### src/hw/rtl/lsvc_pkg.sv
// ----------------------------------------------------------------------------
// lsvc_pkg
// Shared types, widths and the exponential table builder for the classifier.
// ----------------------------------------------------------------------------
package lsvc_pkg;

  localparam int ADDR_W        = 6;
  localparam int COEF_W        = 32;
  localparam int WEIGHT_BASE   = 16;
  localparam int WEIGHT_STRIDE = 8;
  localparam int SCORE_W       = 52;
  localparam int SUM_W         = 20;
  localparam int CONF_W        = 17;
  localparam int DIVIDEND_W    = 33;
  localparam int CLASS_W       = 3;

  typedef struct packed {
    logic                     req_type;
    logic [ADDR_W-1:0]        coef_index;
    logic signed [COEF_W-1:0] coef_value;
    logic                     reading_valid;
    logic [7:0]               heart_rate;
    logic [6:0]               spo2_pct;
    logic [7:0]               resp_rate;
    logic [8:0]               systolic;
    logic [8:0]               diastolic;
  } in_item_t;

  typedef struct packed {
    logic [CLASS_W-1:0] class_index;
    logic [CONF_W-1:0]  confidence;
    logic               invalid_reading;
  } out_item_t;

  // Entry idx of the exponential table in Q1.16. The ratio between entries is
  // exp(-step), taken from a 12-term Taylor series in Q0.32, and t is the step
  // in Q0.32 scaled by 16.
  function automatic logic [CONF_W-1:0] exp_entry(input logic [63:0] t,
                                                   input int unsigned idx);
    logic [63:0] term;
    logic [63:0] r;
    logic [63:0] e;
    term = 64'd1 << 32;
    r    = 64'd1 << 32;
    e    = 64'd1 << 32;
    for (int n = 1; n <= 12; n++) begin
      term = (term * t) >> 32;
      unique case (n)
        2:       term = term / 64'd2;
        3:       term = term / 64'd3;
        4:       term = term / 64'd4;
        5:       term = term / 64'd5;
        6:       term = term / 64'd6;
        7:       term = term / 64'd7;
        8:       term = term / 64'd8;
        9:       term = term / 64'd9;
        10:      term = term / 64'd10;
        11:      term = term / 64'd11;
        12:      term = term / 64'd12;
        default: term = term;
      endcase
      if ((n % 2) == 1) begin
        r = r - term;
      end else begin
        r = r + term;
      end
    end
    for (int unsigned k = 1; k <= idx; k++) begin
      e = (e * r + (64'd1 << 31)) >> 32;
    end
    return CONF_W'((e + 64'd32768) >> 16);
  endfunction

endpackage

### src/hw/rtl/lsvc_div.sv
// ----------------------------------------------------------------------------
// lsvc_div
// Restoring divider that produces one quotient bit per cycle.
// ----------------------------------------------------------------------------
module lsvc_div import lsvc_pkg::*; (
  input  logic                  clk_i,
  input  logic                  rst_ni,
  input  logic                  start_i,
  input  logic [DIVIDEND_W-1:0] dividend_i,
  input  logic [SUM_W-1:0]      divisor_i,
  output logic                  done_o,
  output logic [DIVIDEND_W-1:0] quot_o
);

  localparam int CNT_W = $clog2(DIVIDEND_W + 1);

  logic [CNT_W-1:0]      cnt_q, cnt_d;
  logic                  busy_q, busy_d;
  logic                  done_q, done_d;
  logic [DIVIDEND_W-1:0] quot_q, quot_d;
  logic [SUM_W-1:0]      den_q, den_d;
  logic [SUM_W:0]        rem_q, rem_d;
  logic [SUM_W:0]        rem_sh;

  always_comb begin
    cnt_d  = cnt_q;
    busy_d = busy_q;
    done_d = 1'b0;
    quot_d = quot_q;
    den_d  = den_q;
    rem_d  = rem_q;
    rem_sh = {rem_q[SUM_W-1:0], quot_q[DIVIDEND_W-1]};
    if (start_i) begin
      busy_d = 1'b1;
      cnt_d  = '0;
      quot_d = dividend_i;
      den_d  = divisor_i;
      rem_d  = '0;
    end else if (busy_q) begin
      // The dividend shifts out at the top while quotient bits enter below.
      if (rem_sh >= {1'b0, den_q}) begin
        rem_d  = rem_sh - {1'b0, den_q};
        quot_d = {quot_q[DIVIDEND_W-2:0], 1'b1};
      end else begin
        rem_d  = rem_sh;
        quot_d = {quot_q[DIVIDEND_W-2:0], 1'b0};
      end
      cnt_d = cnt_q + 1'b1;
      if (cnt_q == CNT_W'(DIVIDEND_W - 1)) begin
        busy_d = 1'b0;
        done_d = 1'b1;
      end
    end
  end

  always_ff @(posedge clk_i or negedge rst_ni) begin
    if (!rst_ni) begin
      cnt_q  <= '0;
      busy_q <= 1'b0;
      done_q <= 1'b0;
    end else begin
      cnt_q  <= cnt_d;
      busy_q <= busy_d;
      done_q <= done_d;
    end
  end

  always_ff @(posedge clk_i) begin
    quot_q <= quot_d;
    den_q  <= den_d;
    rem_q  <= rem_d;
  end

  assign done_o = done_q;
  assign quot_o = quot_q;

endmodule

### config.mk
export PLATFORM = sky130hd
export DESIGN_NAME = lsvc_div
export DESIGN_NICKNAME = d
export VERILOG_FILES = /design/src/hw/rtl/lsvc_pkg.sv /design/src/hw/rtl/lsvc_div.sv
export SDC_FILE = /design/constraint.sdc
export NUM_CORES = 1
export LEC_CHECK = 0
export BUFFER_PORTS_ARGS = -buffer_cell sky130_fd_sc_hd__clkbuf_2
export CORE_MARGIN = 5
export CORE_UTILIZATION = 40
export CTS_CLUSTER_SIZE = 20
export DETAILED_ROUTE_END_ITERATION = 8
export GPL_TIMING_DRIVEN = 0
export SETUP_SLACK_MARGIN = 0.5
export SLEW_MARGIN = 30
export SYNTH_ARGS = -nofsm -noshare
export SYNTH_HDL_FRONTEND = slang
export SYNTH_SLANG_ARGS = --single-unit
### constraint.sdc
create_clock -name clk_i -period 2.5 [get_ports clk_i]
set_input_delay 0.625 -clock clk_i [delete_from_list [all_inputs] [get_ports clk_i]]
set_output_delay 0.625 -clock clk_i [all_outputs]
set_load 0.02 [all_outputs]
==> impl_metrics.toml <==
[run_status]
outcome = "finished with violations"
violations = "setup timing"

[clock_network]
clkLatencyLatePin_ns = 0.38
hold_buffers = 0
htreeDepth = 3
clockBufferDepth = 2
cts_root_buf = "clkbuf_8"
cts_buffers = 9
clk_pin_slew_ns = 0.10
cts_tree = "done"
cts_sinks = 81

[floorplan]
core_area_um2 = 10800
initial_core_util = 0.408
die_y_um = 115
die_w_um = 115
pin_count = 90
die-area_um2 = 13200
rows = 38

[logic_synthesis]
async_flop_share = 0.0988
syn_inst = 406
yosysMostFrequentCell = "edfxtp_1"
yosys-top-cells-area = "edfxtp_1, dfxtp_1, mux2_2, ha_1, dfrtp_1"
synth_ff_type = "edfxtp_1"
syn_area_per_cell_um2 = 10.9
synth-edff-count = 53
synth-seq-cells = 81
netlist_top_cells_count = "edfxtp_1, nand2_1, nor2_1, mux2_2, inv_1"
yosysSeqAreaShare = 0.496
syn_nets = 485
post-synth-top-area-fraction = 0.360
ys_types = 58
netlist_area_um2 = 4420
yosys.area.top_type = "edfxtp_1"
yosysWarnings = 0

[global_route]
overflow = 0
grt_pass1_wl_um = 17700
grt_pass1_vias = 3661
grt_usage = 0.172
antenna_found_initial = 0
grt_max_degree = 22

[finish]
drive_above_1_share = 0.473
fin_cells = 688
final_area_um2 = 6050
syn2layout_area_growth_pct = 36.8
multi_input_area_um2 = 2430
nFillCells = 962
antenna_cells = 0
final_nets = 622
seq_area_um2 = 2190
utilization = 0.558

[min_path]
hold_path_class = "in -> async"

[critical_path]
crit_top_cell = "buf_6"
cp-start-kind = "flop"
path_max_fanout = 6
cp.arrival_ns = 2.78
crit_slowest_cell = "o31a_4"
path_cells = "ha_1 -> buf_6 -> nand4_1 -> o31a_4 -> o311a_1 -> buf_6 -> buf_8 -> a32oi_1 -> o31ai_1"
critical_path_required_ns = 2.75
end_kind = "flop"
path_class = "reg -> reg"
crit_path_max_incr_delay_ns = 0.46

[routing]
top_layer_used = "met4"
wl_met1_um = 5000
wl_per_cell_um = 17.0
drtPass1Iterations = 5
dr_total_vias = 3621
drtAntennaViolNets = 0
wl_met2_um = 5660
drt-total-wl_um = 11700
via_per_inst = 5.26
wl_met3_um = 681
remaining_drc_errors = 0
drt_iter0_markers = 151

[placed_design]
detailedPlacementHpwl_um = 7670
placed_cell_area_um2 = 5130
place_congestion = 0.869
placed_cells = 635
portBuffers = 89

[sta]
finalCriticalPeriod_ns = 2.52
finalCritPeriodShare = 1.01
finClkSkew_ns = 0.0139
maxSlewHeadroom = 0.456
finalSetupViolCount = 1
grt_setup_unrepaired = "true"
worst_pin_slew_ns = 0.817
hold_viol = 0
fmax_mhz = 397
drv_slew = 0
setup_slack_ns = -0.0220

[power]
power_leakage_nw = 2.55
p_per_area_nw_per_um2 = 1010
peakVddDrop_v = 0.000475

[flow_run]
cap_viol_max_count = 0
## power breakdown
group / internal, W / total (W) / leakage, nW / switching [W]
logic: 0.00163 / 0.00326 / 1.64 / 0.00163
registers: 0.00168 / 0.00190 / 0.814 / 0.000218
clock network: 0.000392 / 0.000962 / 0.0966 / 0.000570
## cell families after synthesis
logic type	count (synthesis)	share of synthesized area
and+or+nand+nor	118	0.123
AOI/OAI and AO/OA	84	0.142
DFF	81	0.496
buffers and inverters	45	0.0425
muxes	38	0.0954
adders and majority gates	23	0.0668
xor gates and xnor gates	17	0.0337
## worst max-delay path, delay by kind of cell, from the launching register on
family | cells | cell delay (ns)
flip-flops | 1 | 0.36
AO/OA/AOI/OAI | 4 | 1.09
AND/OR/NAND/NOR | 1 | 0.24
buffers and inverters | 3 | 0.40
adder cells (fa/ha/maj) | 1 | 0.30
## path summary, 6_finish.rpt
check / cells after the start / start / endpoint / slack, ns
min: 1 / rst_ni / cnt_q[2] / 0.08
max: 9 / rem_q[7] / rem_q[13] / -0.02
max in group asynchronous: 1 / rst_ni / busy_q / 2.24
min reg2reg: 2 / rem_q[12] / rem_q[12] / 0.49
min in group clk_i: 1 / divisor_i[7] / den_q[7] / 0.41
max reg2reg: 9 / rem_q[7] / rem_q[13] / -0.02
## through the flow
step / worst slack (ns) / hold slack (ns) / power, W / TNS [ns]
2_1_floorplan: 0.138 / 0.329 / 0.00357 / 0
6_report: -0.0220 / 0.0797 / 0.00612 / -0.0220
5_1_grt: -0.0931 / 0.0686 / 0.00650 / -0.777
3_5_place_dp: -0.517 / 0.464 / 0.00409 / -26.65
4_1_cts: 0.0306 / 0.0638 / 0.00566 / 0
3_3_place_gp: -0.480 / 0.459 / 0.00405 / -23.35
## layer usage
| layer | vias to the layer above | track usage |
|---|---|---|
| met5 | - | 0 |
| met4 | 0 | 0.0657 |
| met3 | 26 | 0.0595 |
| met2 | 98 | 0.280 |
| met1 | 1739 | 0.210 |
| li1 | 1758 | - |
## state kept, by name (all words and copies together) (netlist names)
| register | cells |
|---|---|
| done_o | 1 |
| den_q | 20 |
| cnt_q | 6 |
| rem_q | 20 |
| quot_o | 33 |
| busy_q | 1 |
## timing repair
item | 4_1_cts | 5_1_grt
cloned | 2 | 1
setup buffers | 27 | 7
resized for setup | 46 | 41
hold endpoints to repair | 0 | 0
setup endpoints to repair | 85 | 41
pin swaps | 31 | 21
## placed cells by master (no fill, tap or decap), types with 3 or more instances in the layout
cell type   instances
mux2_2             33
o31ai_2             3
a311oi_2           12
o21bai_1            3
clkbuf_8           10
inv_6               3
buf_4              27
clkinvlp_4          3
buf_6              10
nor2_1             35
nand3_2             3
nand2_2            12
dfrtp_1             8
nand2_4             3
inv_2               3
xor2_1             10
mux2i_1             5
clkbuf_1            3
nand2_1            27
a21oi_1            17
nor3_1              3
xnor2_1             7
buf_8               4
ha_1                8
ha_4               12
dfxtp_1            20
nor2b_1             4
edfxtp_1           53
o21ai_0            13
nand2b_1            4
o21ai_1             5
inv_1              22
clkbuf_2           92
nand4_1             7
inv_8               3
o21a_1              3
## final cells by class
class | instances | area share
Multi-Input combinational cell | 280 | 0.402
Sequential cell | 81 | 0.363
Timing Repair Buffer | 125 | 0.130
Tap cell | 140 | 0.0290
Buffer | 19 | 0.0263
Clock buffer | 9 | 0.0205
Inverter | 26 | 0.0168
Clock inverter | 7 | 0.0112
Timing Repair inverter | 1 | 0.00124
Power figures use the tool's default switching activity.
