### config.mk
export PLATFORM = sky130hd
export DESIGN_NAME = lsvc_coef_mem
export DESIGN_NICKNAME = d
export VERILOG_FILES = /design/src/hw/rtl/lsvc_pkg.sv /design/src/hw/rtl/lsvc_coef_mem.sv
export SDC_FILE = /design/constraint.sdc
export NUM_CORES = 2
export LEC_CHECK = 0
export BUFFER_PORTS_ARGS = -buffer_cell sky130_fd_sc_hd__buf_4
export CORE_ASPECT_RATIO = 0.8
export CORE_UTILIZATION = 55
export CTS_BUF_LIST = sky130_fd_sc_hd__clkbuf_2 sky130_fd_sc_hd__clkbuf_4 sky130_fd_sc_hd__clkbuf_8
export DETAILED_ROUTE_END_ITERATION = 8
export PLACE_DENSITY_LB_ADDON = 0.05
export SLEW_MARGIN = 20
export SYNTH_ARGS = -nofsm -noshare
export SYNTH_HDL_FRONTEND = slang
export SYNTH_SLANG_ARGS = --single-unit
### constraint.sdc
create_clock -name clk_i -period 6.75 [get_ports clk_i]
set_input_delay 0.3375 -clock clk_i [delete_from_list [all_inputs] [get_ports clk_i]]
set_output_delay 0.3375 -clock clk_i [all_outputs]
set_load 0.1 [all_outputs]
### src/hw/rtl/lsvc_pkg.sv
// ----------------------------------------------------------------------------
// lsvc_pkg
// Shared types, widths and the exponential table builder for the classifier.
// ----------------------------------------------------------------------------
package lsvc_pkg;

  localparam int ADDR_W        = 6;
  localparam int COEF_W        = 32;
  localparam int WEIGHT_BASE   = 16;
  localparam int WEIGHT_STRIDE = 8;
  localparam int SCORE_W       = 52;
  localparam int SUM_W         = 20;
  localparam int CONF_W        = 17;
  localparam int DIVIDEND_W    = 33;
  localparam int CLASS_W       = 3;

  typedef struct packed {
    logic                     req_type;
    logic [ADDR_W-1:0]        coef_index;
    logic signed [COEF_W-1:0] coef_value;
    logic                     reading_valid;
    logic [7:0]               heart_rate;
    logic [6:0]               spo2_pct;
    logic [7:0]               resp_rate;
    logic [8:0]               systolic;
    logic [8:0]               diastolic;
  } in_item_t;

  typedef struct packed {
    logic [CLASS_W-1:0] class_index;
    logic [CONF_W-1:0]  confidence;
    logic               invalid_reading;
  } out_item_t;

  // Entry idx of the exponential table in Q1.16. The ratio between entries is
  // exp(-step), taken from a 12-term Taylor series in Q0.32, and t is the step
  // in Q0.32 scaled by 16.
  function automatic logic [CONF_W-1:0] exp_entry(input logic [63:0] t,
                                                   input int unsigned idx);
    logic [63:0] term;
    logic [63:0] r;
    logic [63:0] e;
    term = 64'd1 << 32;
    r    = 64'd1 << 32;
    e    = 64'd1 << 32;
    for (int n = 1; n <= 12; n++) begin
      term = (term * t) >> 32;
      unique case (n)
        2:       term = term / 64'd2;
        3:       term = term / 64'd3;
        4:       term = term / 64'd4;
        5:       term = term / 64'd5;
        6:       term = term / 64'd6;
        7:       term = term / 64'd7;
        8:       term = term / 64'd8;
        9:       term = term / 64'd9;
        10:      term = term / 64'd10;
        11:      term = term / 64'd11;
        12:      term = term / 64'd12;
        default: term = term;
      endcase
      if ((n % 2) == 1) begin
        r = r - term;
      end else begin
        r = r + term;
      end
    end
    for (int unsigned k = 1; k <= idx; k++) begin
      e = (e * r + (64'd1 << 31)) >> 32;
    end
    return CONF_W'((e + 64'd32768) >> 16);
  endfunction

endpackage

### src/hw/rtl/lsvc_coef_mem.sv
// ----------------------------------------------------------------------------
// lsvc_coef_mem
// Coefficient store, one write port and one read port with registered data.
// ----------------------------------------------------------------------------
module lsvc_coef_mem import lsvc_pkg::*; (
  input  logic                     clk_i,
  input  logic                     we_i,
  input  logic [ADDR_W-1:0]        waddr_i,
  input  logic signed [COEF_W-1:0] wdata_i,
  input  logic [ADDR_W-1:0]        raddr_i,
  output logic signed [COEF_W-1:0] rdata_o
);

  logic signed [COEF_W-1:0] mem_q [2**ADDR_W];

  always_ff @(posedge clk_i) begin
    if (we_i) begin
      mem_q[waddr_i] <= wdata_i;
    end
  end

  always_ff @(posedge clk_i) begin
    rdata_o <= mem_q[raddr_i];
  end

endmodule

==> out/qor.txt <==
SYNTHESIS
------------------------------------------------------------------------------------------
Mux share of post-synthesis cell area                                               16.79%
Synthesized-area fraction occupied by xor and xnor cells                                0%
Dominant cells by area after synthesis                                        sky130_fd_sc_hd__edfxtp_1 (78%), sky130_fd_sc_hd__mux4_2 (16%), sky130_fd_sc_hd__mux2i_1 (1.2%)
Post-synthesis cell count                                                            3,324
Net Count, Synth                                                                     3,370
Largest area contributor in the synthesized netlist                           sky130_fd_sc_hd__edfxtp_1
Synth Warn #                                                                             0
Sequential cell area fraction in the yosys report                                   79.14%
Area share of the largest cell type after synthesis                                 78.33%
Syn Std Cell Area                                                              0.07852 mm²
Post-synthesis register bit count                                                    2,080
Syn_area_per_cell                                                                23.62 µm²
Combinational family with the most area after synthesis                       multiplexers
Share of synthesized cell area in full adder, half adder and majority cells             0%
Synthesized-area fraction occupied by ao, oa, aoi and oai cells                     1.673%
Synth Area in Simple Gates                                                          1.265%
Number of unique standard cell types used by synthesis                                  34

STA
------------------------------------------------------------------------------------------
Remaining max-slew budget at the tightest pin                                       26.21%
Setup repair after global routing missed its margin                                     no
Share of the cycle needed by the critical path after routing                        48.62%
Final critical delay including setup and external delays                          3.282 ns
Highest clock frequency the design can meet                                     0.3047 GHz
Max Transition Viols Final                                                               0
Post-route setup slack                                                            3.468 ns
Final Hold Slack                                                                 0.1665 ns
Actual transition at the worst max-transition pin                                 1.102 ns
Count of endpoints failing setup in the final report                                     0
Largest clock skew in the final design                                          0.03691 ns
Setup TNS                                                                             0 ns
Hold violation total from the final report                                               0

DIE
------------------------------------------------------------------------------------------
Die Footprint                                                                   0.1443 mm²
Area of the core                                                                0.1411 mm²
Starting Density                                                                    55.64%
# IOs                                                                                   78
Die H                                                                             339.9 µm
Row count                                                                              123
Floorplan die width                                                               424.4 µm

PLACEMENT
------------------------------------------------------------------------------------------
Weighted congestion at the end of routability-driven global placement               0.7682
Port Buffers                                                                            77
HPWL after DPL                                                                    102.0 mm
Post-Place Setup Slack                                                            2.423 ns

CRITICAL PATH
------------------------------------------------------------------------------------------
Crit path kind                                                                primary input to flop
Cell-by-cell trace of the critical path                                       buf_8 -> buf_12 -> buf_4 -> mux4_2 -> mux2i_1 -> a21oi_1 -> a21oi_1 -> nor2_1
Top cell by count, worst path                                                 sky130_fd_sc_hd__a21oi_1
CP Capture Type                                                                       flop
Logic depth of the worst setup path including buffers                                    8
Reg2Reg Launch Point                                                          mem_q[39][21]$_DFFE_PP_
End of the worst register-to-register path                                    rdata_o[21]$_DFF_P_
Buffers & Inverters on Critical Path                                                     3
WP data required                                                                   7.61 ns
Kind of cell adding the most delay to the critical path                       buffers and inverters
Arrival time reported for the critical path endpoint                               4.14 ns
Slowest-stage cell, CP                                                        sky130_fd_sc_hd__buf_4
Reg-to-reg setup timing slack                                                      4.44 ns
Kind of start point of the critical path                                      primary input
Maximum net fanout on the critical path                                                100
Slowest stage delay, CP                                                            0.82 ns
R2R depth                                                                                5

CTS
------------------------------------------------------------------------------------------
Root buffer cell                                                              sky130_fd_sc_hd__clkbuf_8
Max Buffers Root-to-Sink                                                                 4
Number of buffers inserted during clock tree synthesis                                 328
Source-to-sink clock delay at the later pin of the worst-skew pair                 1.03 ns
Clock tree from TritonCTS                                                             done
Clock net sink count                                                                 2,080
Clk pin slew, worst setup/hold paths                                               0.06 ns
Count of H-tree levels built during CTS                                                  5
Post-CTS Setup Repair Bufs                                                               0

DRT
------------------------------------------------------------------------------------------
Via count                                                                           37,715
Number of DRC violations after detailed-routing iteration 0                          4,921
Wirelength per Cell                                                               35.38 µm
Number of design rule violations left after detail routing                               0
Wirelength, routed                                                                205.1 mm
Via density                                                                          6.505
Number of nets still failing antenna checks after routing                                0
Number of iterations in the first detailed-routing pass                                  6

LAYOUT
------------------------------------------------------------------------------------------
Fill cells                                                                           9,409
Layout cell share with drive strength beyond 1                                      33.18%
Number of nets at the end of the flow                                                3,730
Sequential Area                                                                0.06214 mm²
Multi-input gate area                                                          0.01599 mm²
Synthesis-to-finish area growth                                                     12.56%

OUTCOME
------------------------------------------------------------------------------------------
Status                                                                        finished clean

GLOBAL ROUTE
------------------------------------------------------------------------------------------
Wire length of the first global-routing pass                                      287.1 mm
Largest net degree at the start of global routing                                      101
Via count of the first global-routing pass                                          38,632
Initial antenna violation count                                                         17
Gr usage total                                                                      29.06%
Total congestion overflow                                                                0

WORST HOLD PATH
------------------------------------------------------------------------------------------
Hold wc startpoint                                                              waddr_i[1]
Number of instances on the worst hold path                                               3
Hold-critical path endpoint                                                   mem_q[48][20]$_DFFE_PP_
Path type of the worst min-delay path                                         primary input to flop

PWR
------------------------------------------------------------------------------------------
Maximum resistive drop on vdd                                                     245.0 µV
Power Density                                                                 293.8 mW/mm²
Leakage power of the design                                                       27.72 nW

RUN
------------------------------------------------------------------------------------------
Count of max-cap constraint violations                                                   0

==> layer usage <==
layer	routed length (µm)	share of wire [%]	track usage (%)
met1	84000	41	42.41
met2	96010	47	44.12
met3	19610	9.6	6.662
met4	5495	2.7	9.537
met5	13	0.0063	0
==> stage by stage <==
step	utilization, %	std cells	cell area, µm²	total power [W]
floorplan	-	3324	78520	0.01550
global placement	58.03	5196	81900	0.01608
detailed placement	58.04	5196	81910	0.01611
CTS	62.60	5787	88340	0.02613
global route	62.61	5792	88360	0.02676
finish	62.62	5798	88380	0.02596
==> cell type report <==
cell class / instances / share of cell area, %
flip-flops and latches: 2080 / 70.31
multi-input cells: 1062 / 18.09
clock buffers: 472 / 6.466
well taps: 1875 / 2.655
repair buffers: 212 / 2.005
clock inverters: 86 / 0.4403
diodes: 11 / 0.03115
==> state kept, by name, summed over array words and instances, names as in the netlist <==
register  flops
mem_q      2048
rdata_o      32
==> Yosys cell counts, drive strengths merged <==
library cell / instances
a311oi: 8
nor2: 137
nand4b: 1
nand3b: 5
nand3: 5
or3b: 5
and3: 4
a21oi: 62
a22oi: 12
and2: 2
dfxtp: 32
or2: 3
clkbuf: 74
nor3: 7
nand4: 2
a41o: 4
nand2b: 8
or3: 3
mux2i: 93
o221ai: 27
edfxtp: 2048
nand2: 26
mux4: 544
buf: 108
nor2b: 15
a31oi: 1
o32ai: 4
o22ai: 84
==> power breakdown <==
group          total (W)  leakage, nW  switching (W)  internal [W]
Sequential        0.0144         18.7      0.0000537        0.0143
Clock             0.0101         3.28        0.00467       0.00544
Combinational    0.00150         5.75        0.00100      0.000497
Total             0.0260         27.7        0.00572        0.0202
==> layout by cell type (no fill, tap or decap), drive strengths merged, types with 5 or more instances in the layout <==
master	netlist	layout
edfxtp	2048	2048
buf	108	179
a21oi	62	62
dfxtp	32	32
diode	0	11
nand3	5	5
nor2	137	137
dlygate4sd3	0	33
clkbuf	74	472
a22oi	12	12
mux4	544	544
nor2b	15	15
or3b	5	5
a311oi	8	8
nor3	7	7
nand2	26	26
nand3b	5	5
o22ai	84	84
nand2b	8	8
clkinv	0	83
mux2i	93	93
o221ai	27	27
==> kinds of logic (layout without fill, tap and decap cells) <==
group	after synthesis	count (layout)
muxes	637	637
other	0	11
and+or+nand+nor	223	223
buffers and inverters	182	770
AOI/OAI and AO/OA	202	202
DFF	2080	2080
==> tightest hold or removal path, delay by kind of cell <==
family	cells	cell delay, ns
AND/OR/NAND/NOR	1	0.06
buffers and inverters	2	0.49
==> worst max path at each step <==
stage	from	endpoint	slack, ns
floorplan	waddr_i[3]	mem_q[48][0]$_DFFE_PP_	3.25
global placement	raddr_i[1]	rdata_o[23]$_DFF_P_	2.46
detailed placement	raddr_i[1]	rdata_o[23]$_DFF_P_	2.42
CTS	raddr_i[1]	rdata_o[23]$_DFF_P_	3.53
global route	raddr_i[1]	rdata_o[26]$_DFF_P_	3.38
finish	raddr_i[1]	rdata_o[26]$_DFF_P_	3.47
==> what timing repair did <==
item,4_1_cts,5_1_grt
resized for setup,0,0
endpoints found under the hold margin,2055,0
hold buffers,33,0
endpoints found under the setup margin,0,0
(Power assumes the default switching activity.)
